## config.mk

```make
export PLATFORM = sky130hd
export DESIGN_NAME = vibrato_detector
export DESIGN_NICKNAME = d
export VERILOG_FILES = /design/src/vd_pkg.sv /design/src/vd_front.sv /design/src/vd_queue.sv /design/src/vd_back.sv /design/src/vibrato_detector.sv
export SDC_FILE = /design/constraint.sdc
export NUM_CORES = 2
export LEC_CHECK = 0
export BUFFER_PORTS_ARGS = -buffer_cell sky130_fd_sc_hd__buf_4
export CAP_MARGIN = 10
export CORE_ASPECT_RATIO = 0.9
export CORE_MARGIN = 1
export CORE_UTILIZATION = 45
export DETAILED_ROUTE_END_ITERATION = 10
export SETUP_SLACK_MARGIN = 0.1
export SLEW_MARGIN = 30
export SYNTH_ARGS = -nofsm -noshare
export SYNTH_HDL_FRONTEND = slang
export SYNTH_SLANG_ARGS = --single-unit
```

## constraint.sdc

```tcl
create_clock -name clk -period 25.5 [get_ports clk]
set_clock_uncertainty 0.15 [all_clocks]
set_input_delay 2.55 -clock clk [delete_from_list [all_inputs] [get_ports clk]]
set_output_delay 2.55 -clock clk [all_outputs]
set_load 0.1 [all_outputs]
```

## src/vd_pkg.sv

```systemverilog
package vd_pkg;

  localparam int TIME_W     = 32;
  localparam int RING_DEPTH = 5;
  localparam int RING_IDX_W = $clog2(RING_DEPTH);
  localparam int SMOOTH_W   = 24;
  localparam int Q_DEPTH    = 2;
  localparam int Q_PTR_W    = $clog2(Q_DEPTH);
  localparam int Q_CNT_W    = $clog2(Q_DEPTH + 1);

  localparam logic [15:0] ALPHA_RST   = 16'd19661;
  localparam logic [3:0]  MIN_INT_RST = 4'd3;
  localparam logic [3:0]  MAX_INT_RST = 4'd8;
  localparam logic [3:0]  MAX_DEV_RST = 4'd2;
  localparam logic [11:0] MIN_SW_RST  = 12'd26;
  localparam logic [11:0] MAX_SW_RST  = 12'd307;

  typedef enum logic [2:0] {
    CFG_ALPHA         = 3'd0,
    CFG_MIN_INTERVAL  = 3'd1,
    CFG_MAX_INTERVAL  = 3'd2,
    CFG_MAX_DEVIATION = 3'd3,
    CFG_MIN_SWING     = 3'd4,
    CFG_MAX_SWING     = 3'd5
  } cfg_idx_t;

  typedef struct packed {
    logic [15:0] alpha;
    logic [3:0]  min_interval;
    logic [3:0]  max_interval;
    logic [3:0]  max_deviation;
    logic [11:0] min_swing;
    logic [11:0] max_swing;
  } cfg_t;

  // One classified sample on its way from the front to the back.
  typedef struct packed {
    logic                voiced;
    logic [SMOOTH_W-1:0] smooth;
    logic [TIME_W-1:0]   stamp;
  } rec_t;

  function automatic logic [RING_IDX_W-1:0] ring_wrap(input logic [RING_IDX_W:0] v);
    logic [RING_IDX_W:0] lim;
    lim = (RING_IDX_W + 1)'(RING_DEPTH);
    if (v >= lim) begin
      return RING_IDX_W'(v - lim);
    end
    return v[RING_IDX_W-1:0];
  endfunction

endpackage

```

## src/vd_front.sv

```systemverilog
module vd_front (
  input  logic          clk,
  input  logic          rst_n,
  input  logic          in_valid,
  output logic          in_ready,
  input  logic [15:0]   in_pitch,
  input  vd_pkg::cfg_t  cfg,
  input  logic          q_full,
  output logic          push,
  output vd_pkg::rec_t  push_rec
);

  logic [vd_pkg::SMOOTH_W-1:0] smooth_now_r, smooth_now_nxt;
  logic [vd_pkg::TIME_W-1:0]   sample_count_r, sample_count_nxt;
  logic                        voiced;
  logic signed [24:0]          diff;
  logic signed [41:0]          prod;
  logic signed [41:0]          acc;
  logic [vd_pkg::SMOOTH_W-1:0] y0;

  assign in_ready = !q_full;
  assign push     = in_valid && in_ready;
  assign voiced   = (in_pitch != 16'd0);

  // y + alpha*(x - y) with rounding; equal to the weighted mean of x and y.
  assign diff = $signed({1'b0, in_pitch, 8'b0}) - $signed({1'b0, smooth_now_r});
  assign prod = $signed({1'b0, cfg.alpha}) * diff;
  assign acc  = $signed({2'b0, smooth_now_r, 16'b0}) + prod + 42'sd32768;
  assign y0   = acc[39:16];

  always_comb begin
    smooth_now_nxt   = smooth_now_r;
    sample_count_nxt = sample_count_r;
    if (push) begin
      sample_count_nxt = sample_count_r + 1'b1;
      if (voiced) begin
        smooth_now_nxt = y0;
      end
    end
  end

  always_comb begin
    push_rec.voiced = voiced;
    push_rec.smooth = y0;
    push_rec.stamp  = sample_count_r;
  end

  always_ff @(posedge clk) begin
    if (!rst_n) begin
      smooth_now_r   <= '0;
      sample_count_r <= '0;
    end else begin
      smooth_now_r   <= smooth_now_nxt;
      sample_count_r <= sample_count_nxt;
    end
  end

endmodule

```

## src/vd_queue.sv

```systemverilog
module vd_queue (
  input  logic          clk,
  input  logic          rst_n,
  input  logic          push,
  input  vd_pkg::rec_t  push_rec,
  output logic          full,
  input  logic          pop,
  output logic          empty,
  output vd_pkg::rec_t  head
);

  vd_pkg::rec_t                  mem_r [vd_pkg::Q_DEPTH];
  logic [vd_pkg::Q_PTR_W-1:0]    wr_ptr_r, wr_ptr_nxt;
  logic [vd_pkg::Q_PTR_W-1:0]    rd_ptr_r, rd_ptr_nxt;
  logic [vd_pkg::Q_CNT_W-1:0]    count_r, count_nxt;

  assign full  = (count_r == vd_pkg::Q_CNT_W'(vd_pkg::Q_DEPTH));
  assign empty = (count_r == '0);
  assign head  = mem_r[rd_ptr_r];

  always_comb begin
    wr_ptr_nxt = wr_ptr_r;
    rd_ptr_nxt = rd_ptr_r;
    count_nxt  = count_r;
    if (push) begin
      wr_ptr_nxt = (wr_ptr_r == vd_pkg::Q_PTR_W'(vd_pkg::Q_DEPTH - 1)) ? '0 : wr_ptr_r + 1'b1;
    end
    if (pop) begin
      rd_ptr_nxt = (rd_ptr_r == vd_pkg::Q_PTR_W'(vd_pkg::Q_DEPTH - 1)) ? '0 : rd_ptr_r + 1'b1;
    end
    if (push && !pop) begin
      count_nxt = count_r + 1'b1;
    end else if (pop && !push) begin
      count_nxt = count_r - 1'b1;
    end
  end

  always_ff @(posedge clk) begin
    if (!rst_n) begin
      wr_ptr_r <= '0;
      rd_ptr_r <= '0;
      count_r  <= '0;
    end else begin
      wr_ptr_r <= wr_ptr_nxt;
      rd_ptr_r <= rd_ptr_nxt;
      count_r  <= count_nxt;
    end
  end

  always_ff @(posedge clk) begin
    if (push) begin
      mem_r[wr_ptr_r] <= push_rec;
    end
  end

endmodule

```

## src/vd_back.sv

```systemverilog
module vd_back (
  input  logic          clk,
  input  logic          rst_n,
  input  vd_pkg::cfg_t  cfg,
  input  logic          q_empty,
  input  vd_pkg::rec_t  head,
  output logic          pop,
  output logic          out_valid,
  input  logic          out_ready,
  output logic [5:0]    out_vibrato_length
);

  localparam int IW = vd_pkg::RING_IDX_W;
  localparam int TW = vd_pkg::TIME_W;
  localparam int SW = vd_pkg::SMOOTH_W;

  // Extremum stage.
  logic [SW-1:0] prev_r, prev_nxt;
  logic [SW-1:0] prev2_r, prev2_nxt;
  logic [TW-1:0] ring_t_r [vd_pkg::RING_DEPTH];
  logic [SW-1:0] ring_p_r [vd_pkg::RING_DEPTH];
  logic [IW-1:0] slot_r, slot_nxt;
  logic          is_ext;
  logic          ring_we;
  logic          a_valid_r, a_valid_nxt;
  logic          a_check_r, a_check_nxt;
  logic [TW-1:0] a_time_r, a_time_nxt;

  // Detection and output stage.
  logic          out_valid_r, out_valid_nxt;
  logic [5:0]    out_len_r, out_len_nxt;
  logic [TW-1:0] last_find_r, last_find_nxt;
  logic          out_adv, a_adv;

  logic [TW-1:0] gap_full [4];
  logic [3:0]    gap [4];
  logic [SW-1:0] swing [4];
  logic [5:0]    g4 [4];
  logic [5:0]    dev [4];
  logic [3:0]    ok;
  logic [3:0]    dev_ok;
  logic [5:0]    total;
  logic          find;
  logic [TW-1:0] elapsed;
  logic [5:0]    len;

  assign out_adv = !out_valid_r || out_ready;
  assign a_adv   = !a_valid_r || out_adv;
  assign pop     = !q_empty && a_adv;

  assign out_valid          = out_valid_r;
  assign out_vibrato_length = out_len_r;

  // prev_r is a strict peak or trough between its neighbors.
  assign is_ext = ((prev_r > head.smooth) && (prev_r > prev2_r)) ||
                  ((prev_r < head.smooth) && (prev_r < prev2_r));
  assign ring_we = pop && head.voiced && is_ext;

  always_comb begin
    prev_nxt    = prev_r;
    prev2_nxt   = prev2_r;
    slot_nxt    = slot_r;
    a_valid_nxt = a_valid_r;
    a_check_nxt = a_check_r;
    a_time_nxt  = a_time_r;
    if (a_adv) begin
      a_valid_nxt = pop;
      a_check_nxt = ring_we;
      a_time_nxt  = head.stamp;
    end
    if (pop && head.voiced) begin
      prev2_nxt = prev_r;
      prev_nxt  = head.smooth;
    end
    if (ring_we) begin
      slot_nxt = vd_pkg::ring_wrap({1'b0, slot_r} + (IW + 1)'(1));
    end
  end

  // The ring already holds the new extremum; slot_r points at the oldest entry.
  always_comb begin
    logic [IW-1:0] ip;
    logic [IW-1:0] ic;
    for (int k = 0; k < 4; k++) begin
      ip          = vd_pkg::ring_wrap({1'b0, slot_r} + (IW + 1)'(k));
      ic          = vd_pkg::ring_wrap({1'b0, slot_r} + (IW + 1)'(k + 1));
      gap_full[k] = ring_t_r[ic] - ring_t_r[ip];
      gap[k]      = gap_full[k][3:0];
      swing[k]    = (ring_p_r[ic] > ring_p_r[ip]) ? ring_p_r[ic] - ring_p_r[ip]
                                                  : ring_p_r[ip] - ring_p_r[ic];
      ok[k]       = (gap_full[k][TW-1:4] == '0) &&
                    (gap[k] >= cfg.min_interval) && (gap[k] <= cfg.max_interval) &&
                    (swing[k] >= {4'b0, cfg.min_swing, 8'b0}) &&
                    (swing[k] <= {4'b0, cfg.max_swing, 8'b0});
    end
    total = {2'b0, gap[0]} + {2'b0, gap[1]} + {2'b0, gap[2]} + {2'b0, gap[3]};
    for (int k = 0; k < 4; k++) begin
      g4[k]     = {gap[k], 2'b0};
      dev[k]    = (g4[k] > total) ? g4[k] - total : total - g4[k];
      dev_ok[k] = (dev[k] <= {cfg.max_deviation, 2'b0});
    end
    find    = a_check_r && (&ok) && (&dev_ok) && (total != '0);
    elapsed = a_time_r - last_find_r;
    len     = '0;
    if (find) begin
      len = (elapsed < {{(TW - 6){1'b0}}, total}) ? elapsed[5:0] : total;
    end
  end

  always_comb begin
    out_valid_nxt = out_valid_r;
    out_len_nxt   = out_len_r;
    last_find_nxt = last_find_r;
    if (out_adv) begin
      out_valid_nxt = a_valid_r;
      out_len_nxt   = len;
      if (a_valid_r && find) begin
        last_find_nxt = a_time_r;
      end
    end
  end

  always_ff @(posedge clk) begin
    if (!rst_n) begin
      prev_r      <= '0;
      prev2_r     <= '0;
      slot_r      <= '0;
      a_valid_r   <= 1'b0;
      a_check_r   <= 1'b0;
      out_valid_r <= 1'b0;
      last_find_r <= '0;
      for (int i = 0; i < vd_pkg::RING_DEPTH; i++) begin
        ring_t_r[i] <= '0;
        ring_p_r[i] <= '0;
      end
    end else begin
      prev_r      <= prev_nxt;
      prev2_r     <= prev2_nxt;
      slot_r      <= slot_nxt;
      a_valid_r   <= a_valid_nxt;
      a_check_r   <= a_check_nxt;
      out_valid_r <= out_valid_nxt;
      last_find_r <= last_find_nxt;
      if (ring_we) begin
        ring_t_r[slot_r] <= head.stamp;
        ring_p_r[slot_r] <= prev_r;
      end
    end
  end

  always_ff @(posedge clk) begin
    a_time_r  <= a_time_nxt;
    out_len_r <= out_len_nxt;
  end

endmodule

```

## src/vibrato_detector.sv

```systemverilog
// Channel  Ports                               Direction  Moves
// in       in_valid in_ready in_pitch          input      one pitch item
// out      out_valid out_ready out_vibrato_length output  one result item
// cfg      cfg_we cfg_index cfg_wdata          input      one register write
//
// One item is accepted per cycle while the queue is not full; its result passes
// through the queue, the extremum stage and the output register. The smoother
// recursion (one multiply-add) in the front sets the one-item-per-cycle figure.
// Reset is synchronous and active low; the extremum ring is cleared in
// flip-flops at once. A stalled output holds the back stages, and the
// two-entry queue keeps in_ready high until it fills.
module vibrato_detector (
  input  logic        clk,
  input  logic        rst_n,
  input  logic        in_valid,
  output logic        in_ready,
  input  logic [15:0] in_pitch,
  output logic        out_valid,
  input  logic        out_ready,
  output logic [5:0]  out_vibrato_length,
  input  logic        cfg_we,
  input  logic [2:0]  cfg_index,
  input  logic [15:0] cfg_wdata
);

  vd_pkg::cfg_t cfg_r, cfg_nxt;
  logic         q_full, q_empty, push, pop;
  vd_pkg::rec_t push_rec, head;

  always_comb begin
    cfg_nxt = cfg_r;
    if (cfg_we) begin
      case (vd_pkg::cfg_idx_t'(cfg_index))
        vd_pkg::CFG_ALPHA:         cfg_nxt.alpha         = cfg_wdata;
        vd_pkg::CFG_MIN_INTERVAL:  cfg_nxt.min_interval  = cfg_wdata[3:0];
        vd_pkg::CFG_MAX_INTERVAL:  cfg_nxt.max_interval  = cfg_wdata[3:0];
        vd_pkg::CFG_MAX_DEVIATION: cfg_nxt.max_deviation = cfg_wdata[3:0];
        vd_pkg::CFG_MIN_SWING:     cfg_nxt.min_swing     = cfg_wdata[11:0];
        vd_pkg::CFG_MAX_SWING:     cfg_nxt.max_swing     = cfg_wdata[11:0];
        default: ;
      endcase
    end
  end

  always_ff @(posedge clk) begin
    if (!rst_n) begin
      cfg_r.alpha         <= vd_pkg::ALPHA_RST;
      cfg_r.min_interval  <= vd_pkg::MIN_INT_RST;
      cfg_r.max_interval  <= vd_pkg::MAX_INT_RST;
      cfg_r.max_deviation <= vd_pkg::MAX_DEV_RST;
      cfg_r.min_swing     <= vd_pkg::MIN_SW_RST;
      cfg_r.max_swing     <= vd_pkg::MAX_SW_RST;
    end else begin
      cfg_r <= cfg_nxt;
    end
  end

  vd_front u_front (
    .clk      (clk),
    .rst_n    (rst_n),
    .in_valid (in_valid),
    .in_ready (in_ready),
    .in_pitch (in_pitch),
    .cfg      (cfg_r),
    .q_full   (q_full),
    .push     (push),
    .push_rec (push_rec)
  );

  vd_queue u_queue (
    .clk      (clk),
    .rst_n    (rst_n),
    .push     (push),
    .push_rec (push_rec),
    .full     (q_full),
    .pop      (pop),
    .empty    (q_empty),
    .head     (head)
  );

  vd_back u_back (
    .clk                (clk),
    .rst_n              (rst_n),
    .cfg                (cfg_r),
    .q_empty            (q_empty),
    .head               (head),
    .pop                (pop),
    .out_valid          (out_valid),
    .out_ready          (out_ready),
    .out_vibrato_length (out_vibrato_length)
  );

endmodule

```

==> qor.txt <==
outcome: complete, but fails checks
First DRT Iteration DRCs: 10228
Mapped Nets: 11032
yosys warns: 0
Worst EP required: 25.98 ns
total grt overflow: 0
CTS tree: done
# DRC: 2
clock slew at reported path FFs: 0.07 ns
cts-stage hold buffer count: 0
highest routed layer: met5
worst skew pair latency: 0.79 ns
unrepaired setup endpoints after global routing: false
postcts setup bufs: 0
fin crit period: 14.23 ns
Slew Limit Fails: 0
Die Width: 464.8 um
antenna violations before repair: 22
WL per Instance: 27.51 um
CP most frequent cell: nand2_1
final period utilization: 0.5581
CTS sink cnt: 799
pin count of the biggest net entering global routing: 117
CTS Buf Count: 90
final antenna-violating net count: 0
Hold Fails Final Rpt: 0
Max Fclk: 70.27 MHz
DR WL met3: 43700 um
share of cells above drive strength 1: 0.09473
Clock Tree Buf Depth: 3
Min-Delay Path Class: register to register
number of H-tree levels: 3
Post-CTS Resized: 0
hpwl dp: 251900 um
asr flop ratio synth: 0
Met1 Routed Length: 139600 um
Worst Max-Slew Pin Slew: 1.178 ns
Via density: 6.312
row count: 152
type of element launching the critical path: register
Crit Path Category: register to register
wire length on met2: 140000 um
Root Buffer: clkbuf_16
PortBufs: 47
Primary FF master, synth: edfxtp_1
critical path capture point type: register
failing checks: DRC
maxcap violations: 0
first-pass GRT wire length: 491500 um
count of distinct cell types in the synthesized netlist: 98
Synth Instances: 9856
final setup fails: 0
Worst Path Max Fanout: 78
Global Route Usage Sum: 0.3388
die height: 418.5 um
Net count, final: 10759
Initial Util: 0.4538
Final Core Density: 0.4860
Vias: 77022
Pre-Repair DR Iteration Count: 9
Ports: 48
core footprint: 191100 um2
Seq/Total Area, Yosys: 0.2537
Rel. slew slack: 0.2061
Post-Syn Area: 86730 um2
CP max stage cell: buf_4
die area: 194500 um2
Post-synth EDFFs: 600
Routed WL: 335700 um
slowest cell delay on critical path: 0.78 ns
CP Data Arrival Time: 14.71 ns
routability congestion estimate: 1.037
setup TNS: 0 ns
Area Growth Syn to Fin: 7.104%
Post-Syn Area per Cell: 8.800 um2
#FFs+latches synth: 799
vias in the first global route: 72744
-- kinds of logic after synthesis --
group / Yosys count / share of synthesized area
and+or+nand+nor: 3834 / 0.2009
AOI/OAI and AO/OA: 1728 / 0.1298
buffers and inverters: 1460 / 0.06413
adders and majority gates: 1137 / 0.2016
DFF: 799 / 0.2537
muxes: 636 / 0.1235
xor gates and xnor gates: 262 / 0.02646
-- flip-flops by register name, summed over array words and instances, names as in the netlist, 2 cells and up, named ones only --
name	flops
u_queue.mem_r	114
u_back.prev2_r	24
u_back.out_vibrato_length	6
u_front.smooth_now_r	24
cfg_r	52
u_back.slot_r	3
u_back.prev_r	24
u_back.ring_t_r	256
u_back.a_time_r	32
u_queue.count_r	2
u_back.last_find_r	32
u_front.sample_count_r	32
u_back.ring_p_r	192
-- per-layer routing --
metal / GRT usage / vias to the layer above
met1: 0.4667 / 37945
li1: - / 34091
met4: 0.1101 / 32
met2: 0.4922 / 4290
met5: 0 / -
met3: 0.1199 / 664
-- critical path: cells and delay by family, from the launching register on --
kind                     cells  cell delay (ns)
buffers and inverters        5             2.46
AND/OR/NAND/NOR             16             3.68
AO/OA/AOI/OAI               13             5.13
multiplexers                 1             0.28
XOR/XNOR                     1             0.45
flip-flops                   1             0.57
adder cells (fa/ha/maj)      3             1.08
-- placed cells by master (no fill, tap or decap), types with 57 or more instances in the layout --
cell and count:
and2_1 215, nand3_1 546, o211ai_1 57, xnor2_1 150, o21a_1 66, o21ai_0 286, dfxtp_1 197, nor3_1 116
edfxtp_1 600, ha_1 701, nor2_1 688, mux2i_1 172, a21oi_1 494, nand4_1 106, a31oi_1 76, a21o_1 200
mux2_2 120, nor2b_1 127, and3_1 96, mux4_2 335, inv_1 910, clkbuf_16 94, buf_4 167, nand2b_1 74
nand2_1 1671, xor2_1 102, a211oi_1 87, fa_1 434
-- final timing paths --
check | from | endpoint | slack [ns] | cells past startpoint
worst max register to register | u_back.slot_r[1] | u_back.last_find_r[23] | 11.27 | 39
worst max-delay path | u_back.slot_r[1] | u_back.last_find_r[23] | 11.27 | 39
worst min-delay path | u_back.prev2_r[7] | u_back.prev2_r[7] | 0.31 | 2
worst min register to register | u_back.prev2_r[7] | u_back.prev2_r[7] | 0.31 | 2
-- synth_stat cells, types with 88 or more instances --
cell      count  area share
fa_1        434        0.10
dfxtp_1     199       0.046
a211oi_1     88      0.0076
a21oi_1     498       0.029
mux4_2      335       0.087
a21o_1      202       0.017
and2_1      215       0.016
mux2i_1     175       0.020
xor2_1      103       0.010
xnor2_1     159       0.016
o21ai_0     303       0.017
nor3_1      118      0.0068
nor2b_1     127      0.0092
inv_1       910       0.039
nor2_1      693       0.030
nand4_1     106      0.0076
and3_1       99      0.0071
nand3_1     546       0.032
nand2_1    1674       0.072
edfxtp_1    600        0.21
clkbuf_1    430       0.019
mux2_2      120       0.016
ha_1        702        0.10
-- cell type report --
type	instances	area [um2]
fillers	18112	98240
well taps	2541	3179
flip-flops and latches	799	22010
inverters	914	3436
clock buffers	118	2562
multi-input cells	7597	59550
repair buffers	181	1520
diodes	3	7.507
clock inverters	50	630.6
-- through the flow --
stage                     area [um2]  cells  hold slack, ns  setup WS [ns]
after floorplan                86730   9856          0.2863          13.83
after global placement         89630  12030          0.2914          11.74
after detailed placement       89670  12031          0.2963          11.64
after CTS                      92870  12199          0.3050          11.62
after global routing           92880  12200          0.3221          10.67
final                          92890  12203          0.3051          11.27
Power is not shown: default switching activity piles up to over one toggle a cycle in this logic, so the estimate is an artifact.
